[src/gloc_pkg.sv]
// Shared types and constants for the grid line-of-sight checker.
package gloc_pkg;

    localparam int COORD_W       = 5;
    localparam int ACC_W         = COORD_W + 3;
    localparam int GRID_SIDE_DEF = 32;
    localparam int QUEUE_DEPTH   = 2;
    localparam int AXES          = 3;

    typedef logic [COORD_W-1:0] t_coord;

    typedef enum logic {
        MODE_WRITE = 1'b0,
        MODE_QUERY = 1'b1
    } t_mode;

    // One classified word as it travels from the front to the back.
    typedef struct packed {
        t_mode                  mode;
        t_coord [AXES-1:0]      start;
        t_coord [AXES-1:0]      mag;
        logic   [AXES-1:0]      neg;
        t_coord                 len;
        logic                   occ;
    } t_cmd;

    typedef struct packed {
        logic full;
        logic empty;
    } t_q_stat;

    typedef enum logic [2:0] {
        ST_CLEAR,
        ST_IDLE,
        ST_WALK,
        ST_DRAIN,
        ST_EMIT
    } t_back_state;

endpackage

[src/gloc_front.sv]
// Front end: accepts input words, works out per-axis deltas and the walk length.
module gloc_front (
    input  logic                   i_valid,
    output logic                   o_ready,
    input  logic                   i_mode,
    input  gloc_pkg::t_coord       i_start_x,
    input  gloc_pkg::t_coord       i_start_y,
    input  gloc_pkg::t_coord       i_start_z,
    input  gloc_pkg::t_coord       i_end_x,
    input  gloc_pkg::t_coord       i_end_y,
    input  gloc_pkg::t_coord       i_end_z,
    input  logic                   i_occupied_in,
    input  gloc_pkg::t_q_stat      i_q_stat,
    input  logic                   i_clearing,
    output logic                   o_push,
    output gloc_pkg::t_cmd         o_cmd
);
    import gloc_pkg::*;

    t_coord [AXES-1:0]     w_start;
    t_coord [AXES-1:0]     w_end;
    logic   [COORD_W:0]    w_diff [AXES];
    logic   [COORD_W:0]    w_abs  [AXES];
    t_coord                w_len01;

    assign w_start = {i_start_z, i_start_y, i_start_x};
    assign w_end   = {i_end_z, i_end_y, i_end_x};

    assign o_ready = !i_q_stat.full && !i_clearing;
    assign o_push  = i_valid && o_ready;

    always_comb begin
        o_cmd.mode  = t_mode'(i_mode);
        o_cmd.start = w_start;
        o_cmd.occ   = i_occupied_in;
        for (int a = 0; a < AXES; a++) begin
            w_diff[a]    = {1'b0, w_end[a]} - {1'b0, w_start[a]};
            o_cmd.neg[a] = w_diff[a][COORD_W];
            w_abs[a]     = w_diff[a][COORD_W] ? -w_diff[a] : w_diff[a];
            o_cmd.mag[a] = w_abs[a][COORD_W-1:0];
        end
        // longest axis sets the number of steps
        w_len01   = (o_cmd.mag[1] > o_cmd.mag[0]) ? o_cmd.mag[1] : o_cmd.mag[0];
        o_cmd.len = (o_cmd.mag[2] > w_len01) ? o_cmd.mag[2] : w_len01;
    end

endmodule

[config.mk]
export PLATFORM = sky130hd
export DESIGN_NAME = gloc_front
export DESIGN_NICKNAME = d
export VERILOG_FILES = /design/src/gloc_pkg.sv /design/src/gloc_front.sv
export SDC_FILE = /design/constraint.sdc
export NUM_CORES = 1
export LEC_CHECK = 0
export BUFFER_PORTS_ARGS = -buffer_cell sky130_fd_sc_hd__buf_4
export CAP_MARGIN = 40
export CORE_UTILIZATION = 35
export DETAILED_ROUTE_END_ITERATION = 8
export PLACE_DENSITY = 0.7
export SLEW_MARGIN = 5
export SYNTH_ARGS = -nofsm -noshare
export SYNTH_HDL_FRONTEND = slang
export SYNTH_SLANG_ARGS = --single-unit
[constraint.sdc]
create_clock -name vclk -period 4.7
set_input_delay 0.47 -clock vclk [all_inputs]
set_output_delay 0.47 -clock vclk [all_outputs]
set_load 0.01 [all_outputs]
==> results.yml <==
finish:
  post-route-cell-area_um2: 2377
  fillerInstances: 358
  drive_gt1_frac: 0.4876
  seq_area_um2: 0
  final.clkbuf_count: 0
  nets: 352
  area_delta_synth_final_pct: 66.37
  fin_util: 0.6258
  layout.sequential_cells: 0
  antenna-diode-count: 0
  multiInputGateArea_um2: 1333
run:
  drv_cap: 0
power:
  peakVddDrop_mv: 0.1759
  fin_total_pwr_uw: 1045
  power.leakage_uw: 0.001273
  power_per_cell_area_nw_per_um2: 439.4
outcome:
  outcome: "finished with violations"
  violations: "negative setup slack"
placement:
  placement.setup.worst_slack_ns: -0.5051
  dp.final_hpwl_um: 3191
  detailed_place.area_um2: 2226
  io_buffer_count: 73
  finalWeightedCongestion: 0.8121
logic_synthesis:
  synth.yosys.warnings: 0
  synth.area.top_cells: "sky130_fd_sc_hd__ha_1 25%, sky130_fd_sc_hd__inv_1 9.2%, sky130_fd_sc_hd__buf_4 8.9%"
  synth_area_um2: 1429
  synth-seq-area-share: 0
  synth.lib_cells_used.distinct: 47
  avgSynthCellArea_um2: 7.520
  synth.top_cell.area_share: 0.2452
  postSynthNetCount: 257
  synthCells: 190
  synthDominantAreaCellType: "sky130_fd_sc_hd__ha_1"
route:
  avgViaCountPerCell: 4.819
  wire_per_inst_um: 11.51
  via_count: 1595
  drt-total-wl_um: 3809
  detail_route.first_pass.iterations: 4
  post-route-drc-count: 0
  antenna_violating_nets_post_route: 0
  first_iter_violations: 37
global_route:
  grt_antenna_before_repair: 0
  total_grt_overflow: 0
  grt.total_usage: 0.1623
  global_route_wire_length_before_repair_um: 5830
  grt_start_max_net_pins: 8
  grt_pass1_vias: 1449
worst_setup_path:
  setup.worst_path.class: "primary input to output port"
  arrival_ns: 4.74
  crit_fanout: 3
  cp_data_required_time_ns: 4.23
  worstSetupStartpointType: "primary input"
  cp_peak_stage_delay_ns: 0.53
  timing.critical_path.slowest_stage_cell: "sky130_fd_sc_hd__fa_1"
  worst_setup_path_end_kind: "output port"
sta:
  rsz0062_at_grt: "yes"
  fmax_ghz: 0.1921
  postLayoutSetupSlackWorst_ns: -0.5052
  final_hold_viol_count: 0
  timing.final.crit_share: 1.107
  hold_ws_ns: 0.9400
  worstMarginPinSlew_ns: 0.3454
  report.final.slew_viol_count: 0
  timing.final.crit_period_ns: 5.205
  timing.max_slew.rel_slack: 0.7631
  final-setup-viol-count: 5
die:
  die_width_um: 65.90
  design.core.area_um2: 3799
  die-height_um: 65.90
  rows: 22
  boundaryPins: 78
  design.die.area_um2: 4342
  floorplan.initialDensity: 0.3762
min_path:
  hold-path-cell-count: 0
  worst_hold_path_type: "primary input to output port"
==> per-layer routing <==
| layer | global-route usage | wire, um | vias to the layer above |
|---|---|---|---|
| li1 | - | - | 831 |
| met1 | 0.2002 | 1569 | 706 |
| met2 | 0.3087 | 1968 | 54 |
| met3 | 0.01379 | 234 | 4 |
| met4 | 0.01630 | 36 | 0 |
| met5 | 0 | 0 | - |
==> per-stage QoR <==
step                      instances  setup TNS (ns)
final                           331          -2.267
after floorplan                 190          -1.142
after global placement          327          -2.033
after CTS                       329          -1.914
after global routing            331          -3.280
after detailed placement        327          -2.341
==> cell type report <==
| cell class | instances | area share |
|---|---|---|
| multi-input cells | 138 | 0.5605 |
| repair buffers | 110 | 0.3537 |
| inverters | 35 | 0.06053 |
| well taps | 48 | 0.02526 |
==> where the power goes <==
group / switching (uW) / total [uW] / internal (uW) / leakage (uW)
Combinational: 449 / 1040 / 596 / 0.00127
Clock: 0 / 0 / 0 / 0
Sequential: 0 / 0 / 0 / 0
==> placed cells by master (no fill, tap or decap), types with 2 or more instances in the layout <==
| cell type | n |
|---|---|
| sky130_fd_sc_hd__a21o_1 | 2 |
| sky130_fd_sc_hd__a21oi_1 | 6 |
| sky130_fd_sc_hd__a21oi_2 | 2 |
| sky130_fd_sc_hd__a31o_1 | 2 |
| sky130_fd_sc_hd__a31oi_1 | 2 |
| sky130_fd_sc_hd__and2_1 | 3 |
| sky130_fd_sc_hd__buf_4 | 107 |
| sky130_fd_sc_hd__buf_6 | 2 |
| sky130_fd_sc_hd__fa_1 | 3 |
| sky130_fd_sc_hd__ha_1 | 24 |
| sky130_fd_sc_hd__ha_4 | 4 |
| sky130_fd_sc_hd__inv_1 | 31 |
| sky130_fd_sc_hd__inv_2 | 3 |
| sky130_fd_sc_hd__mux2i_1 | 9 |
| sky130_fd_sc_hd__mux2i_2 | 2 |
| sky130_fd_sc_hd__nand2_1 | 5 |
| sky130_fd_sc_hd__nand2b_1 | 3 |
| sky130_fd_sc_hd__nand3b_1 | 2 |
| sky130_fd_sc_hd__nor2_1 | 10 |
| sky130_fd_sc_hd__nor2b_1 | 4 |
| sky130_fd_sc_hd__nor3_1 | 2 |
| sky130_fd_sc_hd__nor3_2 | 2 |
| sky130_fd_sc_hd__o211ai_1 | 2 |
| sky130_fd_sc_hd__o21ai_0 | 4 |
| sky130_fd_sc_hd__o21ai_1 | 2 |
| sky130_fd_sc_hd__xnor2_1 | 10 |
| sky130_fd_sc_hd__xor2_1 | 3 |
==> path summary, 6_finish.rpt <==
check / startpoint / end
worst min-delay path: i_occupied_in / o_cmd[0]
worst max-delay path: i_end_x[0] / o_cmd[1]
==> worst max-delay path: cells and delay by family <==
family | cells | cell delay [ns]
compound gates | 5 | 0.77
xor+xnor | 1 | 0.16
fa+ha+maj | 5 | 1.27
buf+inv | 9 | 0.87
mux | 2 | 0.51
simple gates | 5 | 0.69
==> synthesized netlist by cell type, drive strengths merged (2+ instances only) <==
library cell / n
mux2i: 12
nand3: 2
o21ai: 7
a31o: 2
o211ai: 2
xnor2: 11
nand2b: 3
a31oi: 2
inv: 35
nor2: 12
ha: 28
a21o: 2
and2: 3
nand3b: 2
nor3: 4
fa: 3
xor2: 3
a21oi: 8
nor2b: 5
nand2: 6
buf: 17
==> cells by family after synthesis <==
family                     Yosys count  synth area share
buffers and inverters               52            0.1813
and+or+nand+nor                     44            0.1673
AOI/OAI and AO/OA                   36            0.1839
adders and majority gates           31            0.2872
xor gates and xnor gates            14           0.08582
muxes                               13           0.09457
==> what timing repair did <==
item / CTS / global route
setup buffers: 2 / 2
hold buffers: 0 / 0
setup endpoints to repair: 5 / 5
endpoints found under the hold margin: 0 / 0
gates resized for setup: 10 / 13
pin swaps: 13 / 11
No activity file was read; power rests on OpenSTA's default activity.
