--- config.mk ---
export PLATFORM = sky130hd
export DESIGN_NAME = gloc_queue
export DESIGN_NICKNAME = d
export VERILOG_FILES = /design/src/gloc_pkg.sv /design/src/gloc_queue.sv
export SDC_FILE = /design/constraint.sdc
export NUM_CORES = 1
export LEC_CHECK = 0
export ABC_CLOCK_PERIOD_IN_PS = 3800
export BUFFER_PORTS_ARGS = -buffer_cell sky130_fd_sc_hd__buf_2
export CAP_MARGIN = 5
export CORE_MARGIN = 3
export CORE_UTILIZATION = 40
export DETAILED_ROUTE_END_ITERATION = 7
export PLACE_DENSITY = 0.66
export SYNTH_ARGS = -nofsm -noshare
export SYNTH_HDL_FRONTEND = slang
export SYNTH_SLANG_ARGS = --single-unit
--- constraint.sdc ---
create_clock -name i_clk -period 3.8 [get_ports i_clk]
set_input_delay 0.76 -clock i_clk [delete_from_list [all_inputs] [get_ports i_clk]]
set_output_delay 0.76 -clock i_clk [all_outputs]
set_load 0.1 [all_outputs]
--- src/gloc_pkg.sv ---
// Shared types and constants for the grid line-of-sight checker.
package gloc_pkg;

    localparam int COORD_W       = 5;
    localparam int ACC_W         = COORD_W + 3;
    localparam int GRID_SIDE_DEF = 32;
    localparam int QUEUE_DEPTH   = 2;
    localparam int AXES          = 3;

    typedef logic [COORD_W-1:0] t_coord;

    typedef enum logic {
        MODE_WRITE = 1'b0,
        MODE_QUERY = 1'b1
    } t_mode;

    // One classified word as it travels from the front to the back.
    typedef struct packed {
        t_mode                  mode;
        t_coord [AXES-1:0]      start;
        t_coord [AXES-1:0]      mag;
        logic   [AXES-1:0]      neg;
        t_coord                 len;
        logic                   occ;
    } t_cmd;

    typedef struct packed {
        logic full;
        logic empty;
    } t_q_stat;

    typedef enum logic [2:0] {
        ST_CLEAR,
        ST_IDLE,
        ST_WALK,
        ST_DRAIN,
        ST_EMIT
    } t_back_state;

endpackage

--- src/gloc_queue.sv ---
// Short command queue between the front end and the walk engine.
module gloc_queue (
    input  logic                i_clk,
    input  logic                i_rst_n,
    input  logic                i_push,
    input  gloc_pkg::t_cmd      i_cmd,
    input  logic                i_pop,
    output gloc_pkg::t_cmd      o_cmd,
    output gloc_pkg::t_q_stat   o_stat
);
    import gloc_pkg::*;

    localparam int PW = (QUEUE_DEPTH > 1) ? $clog2(QUEUE_DEPTH) : 1;
    localparam int CW = $clog2(QUEUE_DEPTH + 1);
    localparam logic [PW-1:0] LAST_PTR = PW'(QUEUE_DEPTH - 1);

    t_cmd            r_slot [QUEUE_DEPTH];
    logic [PW-1:0]   r_wr_ptr;
    logic [PW-1:0]   r_rd_ptr;
    logic [CW-1:0]   r_count;
    logic [PW-1:0]   n_wr_ptr;
    logic [PW-1:0]   n_rd_ptr;
    logic [CW-1:0]   n_count;

    assign o_stat.full  = (r_count == CW'(QUEUE_DEPTH));
    assign o_stat.empty = (r_count == '0);
    assign o_cmd        = r_slot[r_rd_ptr];

    always_comb begin
        n_wr_ptr = r_wr_ptr;
        n_rd_ptr = r_rd_ptr;
        n_count  = r_count;
        if (i_push) begin
            n_wr_ptr = (r_wr_ptr == LAST_PTR) ? '0 : r_wr_ptr + 1'b1;
        end
        if (i_pop) begin
            n_rd_ptr = (r_rd_ptr == LAST_PTR) ? '0 : r_rd_ptr + 1'b1;
        end
        if (i_push && !i_pop) begin
            n_count = r_count + 1'b1;
        end else if (!i_push && i_pop) begin
            n_count = r_count - 1'b1;
        end
    end

    always_ff @(posedge i_clk) begin
        if (!i_rst_n) begin
            r_wr_ptr <= '0;
            r_rd_ptr <= '0;
            r_count  <= '0;
        end else begin
            r_wr_ptr <= n_wr_ptr;
            r_rd_ptr <= n_rd_ptr;
            r_count  <= n_count;
        end
    end

    always_ff @(posedge i_clk) begin
        if (i_push) begin
            r_slot[r_wr_ptr] <= i_cmd;
        end
    end

endmodule

==> results.tsv, run 1 <==
stage	metric	value	unit
outcome	outcome	completed	
floorplan	Starting Density	42.0	%
worst_setup_path	CP Capture Type	primary output	
synthesis	synthesized cell area	3090	um^2
sta	Worst Max-Slew Pin Slew	0.960	ns
routing	routed vias/inst	4.57	
worst_setup_path	Worst setup SP type	flip-flop	
clock_tree	root buffer selected by CTS	clkbuf_8	
worst_setup_path	R2R Setup Slk	2.21	ns
layout	Register Area	2500	um^2
routing	vias	1566	
floorplan	Core Footprint	7370	um^2
worst_setup_path	Reg-to-Reg End	r_slot[1][28]$_DFFE_PP_	
flow_run	maxcap violations	0	
routing	First-pass DRT Iterations	4	
layout	Fillers	647	
sta	Fmax achieved	353	MHz
floorplan	# rows	31	
grt	GRT met3 Usage	2.64	%
clock_tree	Clock transition at path regs	0.08	ns
synthesis	Yosys top cell area share	77.7	%
grt	initial antenna violation count	0	
sta	clk_skew	0.00697	ns
grt	vias in the first global route	1549	
placed_design	Placer Congestion	0.663	
routing	wire length per cell	14.8	um
routing	Final ANT Viol Nets	0	
grt	met2 GRT Util	19.6	%
pwr	Leakage	1.45	nW
sta	minimum clock period	2.83	ns
synthesis	Warnings, synthesis	0	
floorplan	die footprint	8820	um^2
min_path	hold path start	r_count[1]$_SDFFE_PN0P_	
clock_tree	hold_buf cts	0	
grt	Overall Global Routing Usage	12.1	%
routing	DR iter-0 viols	62	
sta	RSZ-0062 raised after global routing	false	
placed_design	PortBufs	85	
worst_setup_path	Required @ worst endpoint	3.04	ns
floorplan	Die Wd	93.9	um
synthesis	Post-Synthesis Cells	146	
worst_setup_path	Arr. time, crit path	2.07	ns
synthesis	synth cell count leaders	80 x edfxtp_1, 40 x mux2_2, 5 x dfxtp_1, 4 x and2_1, 4 x buf_2	
routing	DRC Markers	0	
synthesis	EDFF count, synth	80	
clock_tree	Skew-Pair Late Insertion Delay	0.34	ns
grt	first-pass GRT wire length	7.80	mm
placed_design	dpl hpwl	3.31	mm
pwr	Peak supply drop	0.241	mV
layout	layout cell share with drive strength beyond 1	59.0	%
clock_tree	clk buf depth	2	
clock_tree	Sink Count	85	
layout	area of the multi-input gates	574	um^2
min_path	Hold EP	r_count[1]$_SDFFE_PN0P_	
layout	Layout area overhead	24.6	%
synthesis	largest area contributor in the netlist	edfxtp_1	
min_path	Hold Path Class	reg -> reg	
clock_tree	cts repair resizes	0	
floorplan	IO Pins	86	
min_path	Hold Path Depth	2	
synthesis	count leader, synth	edfxtp_1	
sta	final hold vios	0	
layout	Nets	284	
worst_setup_path	critical path peak fanout	40	
routing	routed wire length	5.07	mm
grt	largest net degree at the start of global routing	41	
sta	Slew headroom	36.0	%
pwr	P per Cell Area	595	nW/um^2
grt	M1 GR Usage	14.4	%
sta	Period Utilization, post-route	74.5	%
grt	busiest metal layer after global routing	met2	
synthesis	Post-Synthesis Net Count	191	
synthesis	syn_area_per_cell	21.2	um^2
synthesis	synth top area cells	edfxtp_1 78%, mux2_2 15%, dfxtp_1 3.2%, and2_1 0.81%, buf_2 0.65%	
clock_tree	Num CTS Buffers	9	
worst_setup_path	WS Path Type	reg -> out	
synthesis	Seq/Total Area, Yosys	80.9	%
worst_setup_path	worst-case reg-to-reg path depth	1	
grt	grt total ovfl	0	
sta	final setup vio count	0	
worst_setup_path	Crit Reg-Reg Startpoint	r_wr_ptr$_SDFFE_PN0P_	
sta	setup TNS	0	ns
floorplan	Die Height	93.9	um
placed_design	worst slack, placed	1.30	ns
pwr	overall power	0.00229	W
synthesis	Synth async-reset ratio	0	%
sta	max-slew violation count	0	
synthesis	Primary FF master, synth	edfxtp_1	
clock_tree	post-CTS setup buffer count	0	
clock_tree	TritonCTS clock tree	done	
sta	min setup slack post-route	0.971	ns
synthesis	Distinct cells, synth	16	
clock_tree	H-tree depth	3	
layout	ANT cells	0	
synthesis	register bit total from synthesis	85	
registers in the layout, summed over array words and instances (netlist names), named ones only:
register / count
r_rd_ptr: 1
r_slot: 80
r_wr_ptr: 1
r_count: 2
where the power goes:
group / internal (W) / switching (W)
logic: 0.000102 / 0.000417
clock network: 0.000367 / 0.000298
registers: 0.00108 / 0.0000288
total: 0.00155 / 0.000743
stage by stage:
stage,cell area [um^2],hold WS [ns],cells,utilization [%]
CTS,3850,0.522,343,52.3
global route,3850,0.578,343,52.3
global placement,3640,0.486,327,49.4
detailed placement,3640,0.509,327,49.4
floorplan,3090,0.466,146,-
finish,3850,0.517,343,52.3
worst max path at each step:
stage | start | endpoint | slack, ns | cells past startpoint
after CTS | flip-flop | o_cmd[12] | 0.90 | 2
after global placement | flip-flop | o_cmd[12] | 1.31 | 2
after detailed placement | flip-flop | o_cmd[12] | 1.30 | 2
after global routing | flip-flop | o_cmd[36] | 0.85 | 2
after floorplan | i_push | r_slot[0][0]$_DFFE_PP_ | 0.78 | 1
final | flip-flop | o_cmd[29] | 0.97 | 2
cells in the final DEF, fill, tap and decap left out, types with 2 or more instances in the layout:
master     netlist  layout
buf_2            4      85
edfxtp_1        80      80
mux2_2          40      40
clkbuf_8         0       9
dfxtp_1          5       4
and2_1           4       3
xor2_1           2       2
bufinv_16        0       2
clkinv_1         0       2
clkinv_4         0       2
layout make-up:
| class | instances | area share [%] |
|---|---|---|
| Inverter | 1 | 0.0974 |
| Timing Repair Buffer | 86 | 11.2 |
| Clock buffer | 9 | 3.22 |
| Sequential cell | 85 | 65.0 |
| Multi-Input combinational cell | 56 | 14.9 |
| Clock inverter | 7 | 2.34 |
| Tap cell | 99 | 3.22 |
cell families (layout without fill, tap and decap cells):
family | Yosys count | count (layout) | share of synthesized area, %
adder cells (fa/ha/maj) | 1 | 1 | 0.405
buffers and inverters | 5 | 103 | 0.769
multiplexers | 40 | 40 | 14.6
flip-flops | 85 | 85 | 80.9
AO/OA/AOI/OAI | 3 | 3 | 0.648
XOR/XNOR | 3 | 3 | 0.850
AND/OR/NAND/NOR | 9 | 9 | 1.82
metal layers:
metal	up-vias	routed length, um
met5	-	0
met4	0	137
met3	10	243
met2	52	2520
met1	750	2170
li1	754	-
critical path, stage by stage (launching register included):
cell and delay, ns:
dfxtp_2 0.94, mux2_2 0.32, buf_2 0.42
No activity file was read; power rests on OpenSTA's default activity.
==> run 2, diff against run 1 <==
Settings changed: ABC_AREA from default to 1, ABC_CLOCK_PERIOD_IN_PS 3800 to 2350, PLACE_DENSITY 0.66 to 0.68.
Clock period 3.8 ns to 2.35 ns, I/O delays scaled along.
==> run 2 against run 1 <==
  * Register-to-register slack worse by 1.2 ns
  * Worst setup slack worse by 0.70 ns
  * First-iteration DRC count down 39%
  * Sequential power up 59%
  * Sequential share of layout area down 0.19 points
  * Utilization down 0.12 points
  * Synthesized cell count up 8.9%
  * Die area up 1.0%
  * Clock power up 39%
  * Cell count up 4.1%
  * Critical endpoint is now o_cmd[5]
  * Largest cell class unchanged
  * Largest power group unchanged
==> results.tsv, run 2 <==
stage	metric	value	unit	change
outcome	outcome	completed		
grt	initial antenna violation count	0		unchanged
layout	commonest non-fill, non-tap cell in the layout	buf_2		
clock_tree	clk buf depth	2		unchanged
sta	minimum clock period	2.08	ns	
min_path	Hold Path Class	in -> reg		
floorplan	# rows	31		unchanged
synthesis	syn_area_per_cell	19.7	um^2	-7.2%
pwr	Peak supply drop	0.517	mV	+110%
worst_setup_path	critical path peak fanout	40		unchanged
clock_tree	hold_buf cts	0		unchanged
flow_run	maxcap violations	0		unchanged
synthesis	Post-Synthesis Net Count	204		+6.8%
placed_design	dpl hpwl	3.32	mm	+0.18%
grt	Overall Global Routing Usage	12.0	%	-0.15 points
floorplan	IO Pins	86		unchanged
sta	max-slew violation count	0		unchanged
routing	DRC Markers	0		unchanged
synthesis	Distinct cells, synth	12		-4
synthesis	Primary FF master, synth	edfxtp_1		
routing	First-pass DRT Iterations	4		unchanged
routing	vias	1644		+5.0%
worst_setup_path	Crit Reg-Reg Startpoint	r_wr_ptr$_SDFFE_PN0P_		
synthesis	synthesized cell area	3130	um^2	+1.1%
synthesis	register bit total from synthesis	85		unchanged
sta	Period Utilization, post-route	88.5	%	
synthesis	Warnings, synthesis	0		unchanged
routing	routed vias/inst	4.61		+0.86%
synthesis	EDFF count, synth	80		unchanged
pwr	Reg power frac	51.0	%	+2.6 points
synthesis	Seq/Total Area, Yosys	80.1	%	-0.87 points
worst_setup_path	delay-heaviest family, CP	buffers and inverters		
layout	layout cell share with drive strength beyond 1	55.4	%	-3.6 points
pwr	clock power share	26.7	%	-2.3 points
min_path	hold path start	i_cmd[35]		
synthesis	count leader, synth	edfxtp_1		
routing	wire length per cell	14.3	um	-3.6%
worst_setup_path	WS Path Type	reg -> out		
layout	most flop-heavy register	r_slot		
worst_setup_path	Largest stage delay, worst path	0.37	ns	-0.57 ns
clock_tree	cts repair resizes	0		unchanged
pwr	Int Pwr	0.00237	W	+53%
routing	Final ANT Viol Nets	0		unchanged
layout	Layout area overhead	23.6	%	
pwr	combinational power share	22.3	%	-0.4 points
clock_tree	TritonCTS clock tree	done		
sta	clk_skew	0.00534	ns	-0.00163 ns
sta	final setup vio count	0		unchanged
sta	RSZ-0062 raised after global routing	false		
worst_setup_path	Worst setup SP type	flip-flop		
synthesis	Post-Synthesis Cells	159		+8.9%
pwr	P per Cell Area	896	nW/um^2	+51%
placed_design	PortBufs	85		unchanged
routing	DR iter-0 viols	38		-39%
worst_setup_path	CP Capture Type	primary output		
placed_design	Cell Area, Placed	3690	um^2	+1.5%
floorplan	Die Wd	94.4	um	+0.51%
synthesis	largest area contributor in the netlist	edfxtp_1		
synthesis	synth top area cells	edfxtp_1 77%, mux2_2 14%, dfxtp_1 3.2%, buf_6 1.4%, nor2_1 1.1%		
clock_tree	Clock transition at path regs	0.08	ns	about the same
floorplan	Core Footprint	7410	um^2	+0.53%
grt	first-pass GRT wire length	7.85	mm	+0.54%
synthesis	Synth async-reset ratio	0	%	unchanged
pwr	Leakage	1.48	nW	+2.0%
clock_tree	H-tree depth	3		unchanged
layout	final instance area	3860	um^2	+0.29%
routing	routed wire length	5.09	mm	+0.32%
sta	setup TNS	0	ns	unchanged
worst_setup_path	crit-path cells	buf_12 > mux2_2 > buf_2		
layout	Largest register FFs	80		unchanged
worst_setup_path	Required @ worst endpoint	1.88	ns	-1.16 ns
min_path	Hold Path Depth	1		-1
pwr	sw frac	31.5	%	-0.94 points
worst_setup_path	critical path depth	3		+1
clock_tree	Num CTS Buffers	9		unchanged
sta	final hold vios	0		unchanged
floorplan	die footprint	8910	um^2	+1.0%
sta	Fmax achieved	481	MHz	
layout	Nets	300		+5.6%
grt	grt total ovfl	0		unchanged
floorplan	Starting Density	42.2	%	+0.24 points
worst_setup_path	WP buf/inv	2		+1
sta	Worst Max-Slew Pin Slew	0.496	ns	-0.463 ns
worst_setup_path	worst-case reg-to-reg path depth	3		+2
worst_setup_path	Slowest-stage cell, CP	mux2_2		
placed_design	Placer Congestion	0.684		+3.1%
worst_setup_path	Arr. time, crit path	1.61	ns	-0.46 ns
clock_tree	Skew-Pair Late Insertion Delay	0.34	ns	about the same
clock_tree	post-CTS setup buffer count	0		unchanged
layout	Top Registers	r_slot (80), r_count (2)		
floorplan	Die Height	94.4	um	+0.51%
clock_tree	Sink Count	85		unchanged
grt	largest net degree at the start of global routing	41		unchanged
layout	most frequent cells in the layout	85 x buf_2, 80 x edfxtp_1, 40 x mux2_2, 9 x clkbuf_8		
grt	vias in the first global route	1701		+9.8%
layout	ANT cells	0		unchanged
clock_tree	root buffer selected by CTS	clkbuf_8		
pwr	Net Switching	0.00109	W	+47%
sta	Slew headroom	67.1	%	+31 points
synthesis	Yosys top cell area share	76.9	%	-0.84 points
synthesis	synth cell count leaders	80 x edfxtp_1, 40 x mux2_2, 9 x nor2_1, 8 x inv_1, 8 x nand2_1		
run 2: final timing paths:
kind / endpoint / slack [ns]
worst min-delay path: r_slot[0][35]$_DFFE_PP_ / 0.32
worst max-delay path: o_cmd[5] / 0.27
worst max register to register: r_slot[1][3]$_DFFE_PP_ / 0.98
worst min register to register: r_rd_ptr$_SDFFE_PN0P_ / 0.51
run 2: per-layer routing:
metal | vias up | track usage, % | wire (um)
li1 | 791 | - | -
met2 | 52 | 20.3 | 2580
met4 | 0 | 6.50 | 88
met3 | 9 | 3.27 | 298
met5 | - | 0 | 0
met1 | 792 | 13.9 | 2120
run 2: cell families after synthesis:
kind of cell | Yosys count | share of synthesized area (%)
flops | 85 | 80.1
mux | 40 | 14.4
simple gates | 19 | 2.40
buf+inv | 12 | 2.40
compound gates | 2 | 0.320
fa+ha+maj | 1 | 0.400
run 2: cell type report:
type | count | area [um^2]
fillers | 627 | 3540
multi-input cells | 62 | 556
repair buffers | 89 | 480
well taps | 99 | 124
clock inverters | 3 | 38.8
clock buffers | 11 | 131
inverters | 8 | 30.0
flip-flops and latches | 85 | 2500
run 2: worst reg2reg max path, stage by stage (launching register included):
cell and delay (ns):
dfxtp_1 0.39, nand2_1 0.10, inv_2 0.32, buf_12 0.26
run 2: power groups by stage:
stage | Sequential [W] | Clock [W] | Combinational (W)
after floorplan | 0.00180 | 0 | 0.000646
final | 0.00177 | 0.000923 | 0.000773
after CTS | 0.00177 | 0.000952 | 0.000783
after global placement | 0.00180 | 0 | 0.000777
after detailed placement | 0.00180 | 0 | 0.000781
after global routing | 0.00177 | 0.00102 | 0.000809
run 2: through the flow:
stage | cells | worst slack, ns | hold slack, ns | power (W) | utilization [%]
floorplan | 159 | 0.249 | 0.463 | 0.00244 | -
global placement | 343 | 0.629 | 0.474 | 0.00257 | 49.9
detailed placement | 343 | 0.629 | 0.500 | 0.00258 | 49.9
CTS | 357 | 0.240 | 0.296 | 0.00350 | 52.2
global route | 357 | 0.214 | 0.297 | 0.00360 | 52.2
finish | 357 | 0.270 | 0.317 | 0.00346 | 52.2
==> run 3, diff against run 2 <==
Settings changed: CORE_ASPECT_RATIO from default to 1.2, SKIP_CTS_REPAIR_TIMING from default to 1.
==> run 3 against run 2 <==
  * Worst hold slack improved by 0.0036 ns
  * Largest power group unchanged
  * Cell area rose by 16%
  * Clock skew increased by 0.0044 ns
  * Sequential share of layout area fell by 9.1 points
  * Utilization up 8.6 points
  * Worst setup slack better by 0.041 ns
  * Fmax up 2.0%
  * Critical path depth is the same
  * Register-to-register slack improved by 0.04 ns
  * Sequential power hardly changed
  * Clock power up 15%
==> results.tsv, run 3 (synthesis results as in run 2) <==
stage	metric	value	unit	change
outcome	outcome	completed		
clock_tree	root buffer selected by CTS	clkbuf_8		
routing	vias	1661		+1.0%
worst_setup_path	Largest stage delay, worst path	0.42	ns	+0.05 ns
pwr	Net Switching	0.00116	W	+6.0%
placed_design	dpl hpwl	3.95	mm	+19%
worst_setup_path	Arr. time, crit path	1.57	ns	-0.04 ns
layout	most frequent cells in the layout	80 x edfxtp_1, 45 x buf_2, 42 x buf_12, 40 x mux2_2, 9 x clkbuf_8		
clock_tree	TritonCTS clock tree	done		
layout	area of the multi-input gates	556	um^2	unchanged
clock_tree	Sink Count	85		unchanged
worst_setup_path	WS Path Type	reg -> out		
sta	RSZ-0062 raised after global routing	false		
grt	largest net degree at the start of global routing	39		-4.9%
routing	DR iter-0 viols	82		+120%
floorplan	Die Height	103	um	+8.9%
worst_setup_path	CP Capture Type	primary output		
routing	wire length per cell	16.1	um	+13%
layout	most flop-heavy register	r_slot		
worst_setup_path	critical path peak fanout	25		-38%
pwr	overall power	0.00384	W	+11%
sta	Fmax achieved	491	MHz	+2.0%
clock_tree	Skew-Pair Late Insertion Delay	0.33	ns	about the same
routing	Final ANT Viol Nets	0		unchanged
pwr	combinational power share	26.4	%	+4.1 points
sta	setup TNS	0	ns	unchanged
grt	initial antenna violation count	0		unchanged
pwr	Leakage	1.72	nW	+16%
grt	vias in the first global route	1798		+5.7%
layout	Fillers	573		-8.6%
worst_setup_path	Slowest-stage cell, CP	mux2_2		
floorplan	Starting Density	42.2	%	about the same
pwr	sw frac	30.1	%	-1.4 points
floorplan	Die Wd	86.7	um	-8.2%
sta	minimum clock period	2.04	ns	-0.0408 ns
floorplan	die footprint	8910	um^2	about the same
pwr	P per Cell Area	853	nW/um^2	-4.8%
sta	max-slew violation count	0		unchanged
layout	Layout area overhead	43.8	%	
worst_setup_path	worst-case reg-to-reg path depth	3		unchanged
sta	clk_skew	0.00979	ns	+0.00445 ns
pwr	Reg power frac	46.0	%	-5.0 points
routing	routed vias/inst	4.73		+2.8%
floorplan	IO Pins	86		unchanged
clock_tree	Num CTS Buffers	9		unchanged
pwr	Int Pwr	0.00268	W	+13%
sta	Period Utilization, post-route	86.8	%	-1.7 points
routing	DRC Markers	0		unchanged
routing	First-pass DRT Iterations	4		unchanged
clock_tree	clk buf depth	2		unchanged
min_path	Hold Path Class	in -> reg		
floorplan	Core Footprint	7400	um^2	about the same
clock_tree	Clock transition at path regs	0.08	ns	about the same
placed_design	PortBufs	85		unchanged
grt	grt total ovfl	0		unchanged
worst_setup_path	crit-path cells	buf_4 > mux2_2 > buf_12		
grt	first-pass GRT wire length	8.74	mm	+11%
placed_design	Placer Congestion	0.673		-1.6%
layout	Nets	301		+0.33%
floorplan	# rows	34		+9.7%
min_path	Hold Path Depth	1		unchanged
sta	Slew headroom	67.8	%	+0.70 points
worst_setup_path	Required @ worst endpoint	1.88	ns	about the same
flow_run	maxcap violations	0		unchanged
layout	Top Registers	r_slot (80), r_count (2)		
layout	commonest non-fill, non-tap cell in the layout	edfxtp_1		
clock_tree	H-tree depth	3		unchanged
layout	Register Area	2500	um^2	unchanged
worst_setup_path	Worst setup SP type	flip-flop		
layout	Largest register FFs	80		unchanged
sta	final hold vios	0		unchanged
sta	final setup vio count	0		unchanged
pwr	Peak supply drop	0.448	mV	-13%
layout	layout cell share with drive strength beyond 1	55.6	%	+0.13 points
grt	Overall Global Routing Usage	13.2	%	+1.3 points
layout	ANT cells	0		unchanged
pwr	clock power share	27.6	%	+0.9 points
sta	Worst Max-Slew Pin Slew	0.486	ns	-0.0106 ns
routing	routed wire length	5.65	mm	+11%
run 3: per-layer routing:
metal	GRT usage (%)	vias up	share of wire [%]
met5	0	-	0
met4	6.47	0	1.5
met3	2.56	7	3.6
met2	23.3	39	55
met1	15.6	820	40
li1	-	795	-
run 3: per-stage QoR:
step	instance area [um^2]	cells	setup WS (ns)	hold slack (ns)	utilization (%)
floorplan	3130	159	0.249	0.463	-
global placement	4290	335	0.650	0.477	58.0
detailed placement	4290	335	0.653	0.505	58.0
CTS	4500	351	0.274	0.301	60.7
global route	4500	351	0.216	0.294	60.7
finish	4500	351	0.311	0.321	60.7
run 3: power by group through the flow:
stage / clock, W / combinational, W / sequential (W)
3_3_place_gp: 0 / 0.00101 / 0.00180
5_1_grt: 0.00116 / 0.00104 / 0.00178
2_1_floorplan: 0 / 0.000646 / 0.00180
3_5_place_dp: 0 / 0.00102 / 0.00180
4_1_cts: 0.00109 / 0.00102 / 0.00177
6_report: 0.00106 / 0.00101 / 0.00177
run 3: final cells by class:
type                    instances  share of cell area, %
flip-flops and latches         85                   55.7
repair buffers                 90                   24.2
multi-input cells              62                   12.4
clock buffers                  10                   2.84
well taps                      90                   2.50
clock inverters                 6                   1.73
inverters                       8                  0.668
run 3: critical path: cells and delay by family (launching register included):
kind,cells,cell delay (ns)
muxes,1,0.42
buffers and inverters,2,0.49
DFF,1,0.33
run 3: final timing paths:
| check | from | endpoint | slack, ns |
|---|---|---|---|
| worst max-delay path | flip-flop | o_cmd[34] | 0.31 |
| worst min-delay path | i_cmd[23] | r_slot[0][23]$_DFFE_PP_ | 0.32 |
| worst max register to register | r_wr_ptr$_SDFFE_PN0P_ | r_slot[1][4]$_DFFE_PP_ | 1.02 |
| worst min register to register | r_rd_ptr$_SDFFE_PN0P_ | flip-flop | 0.51 |
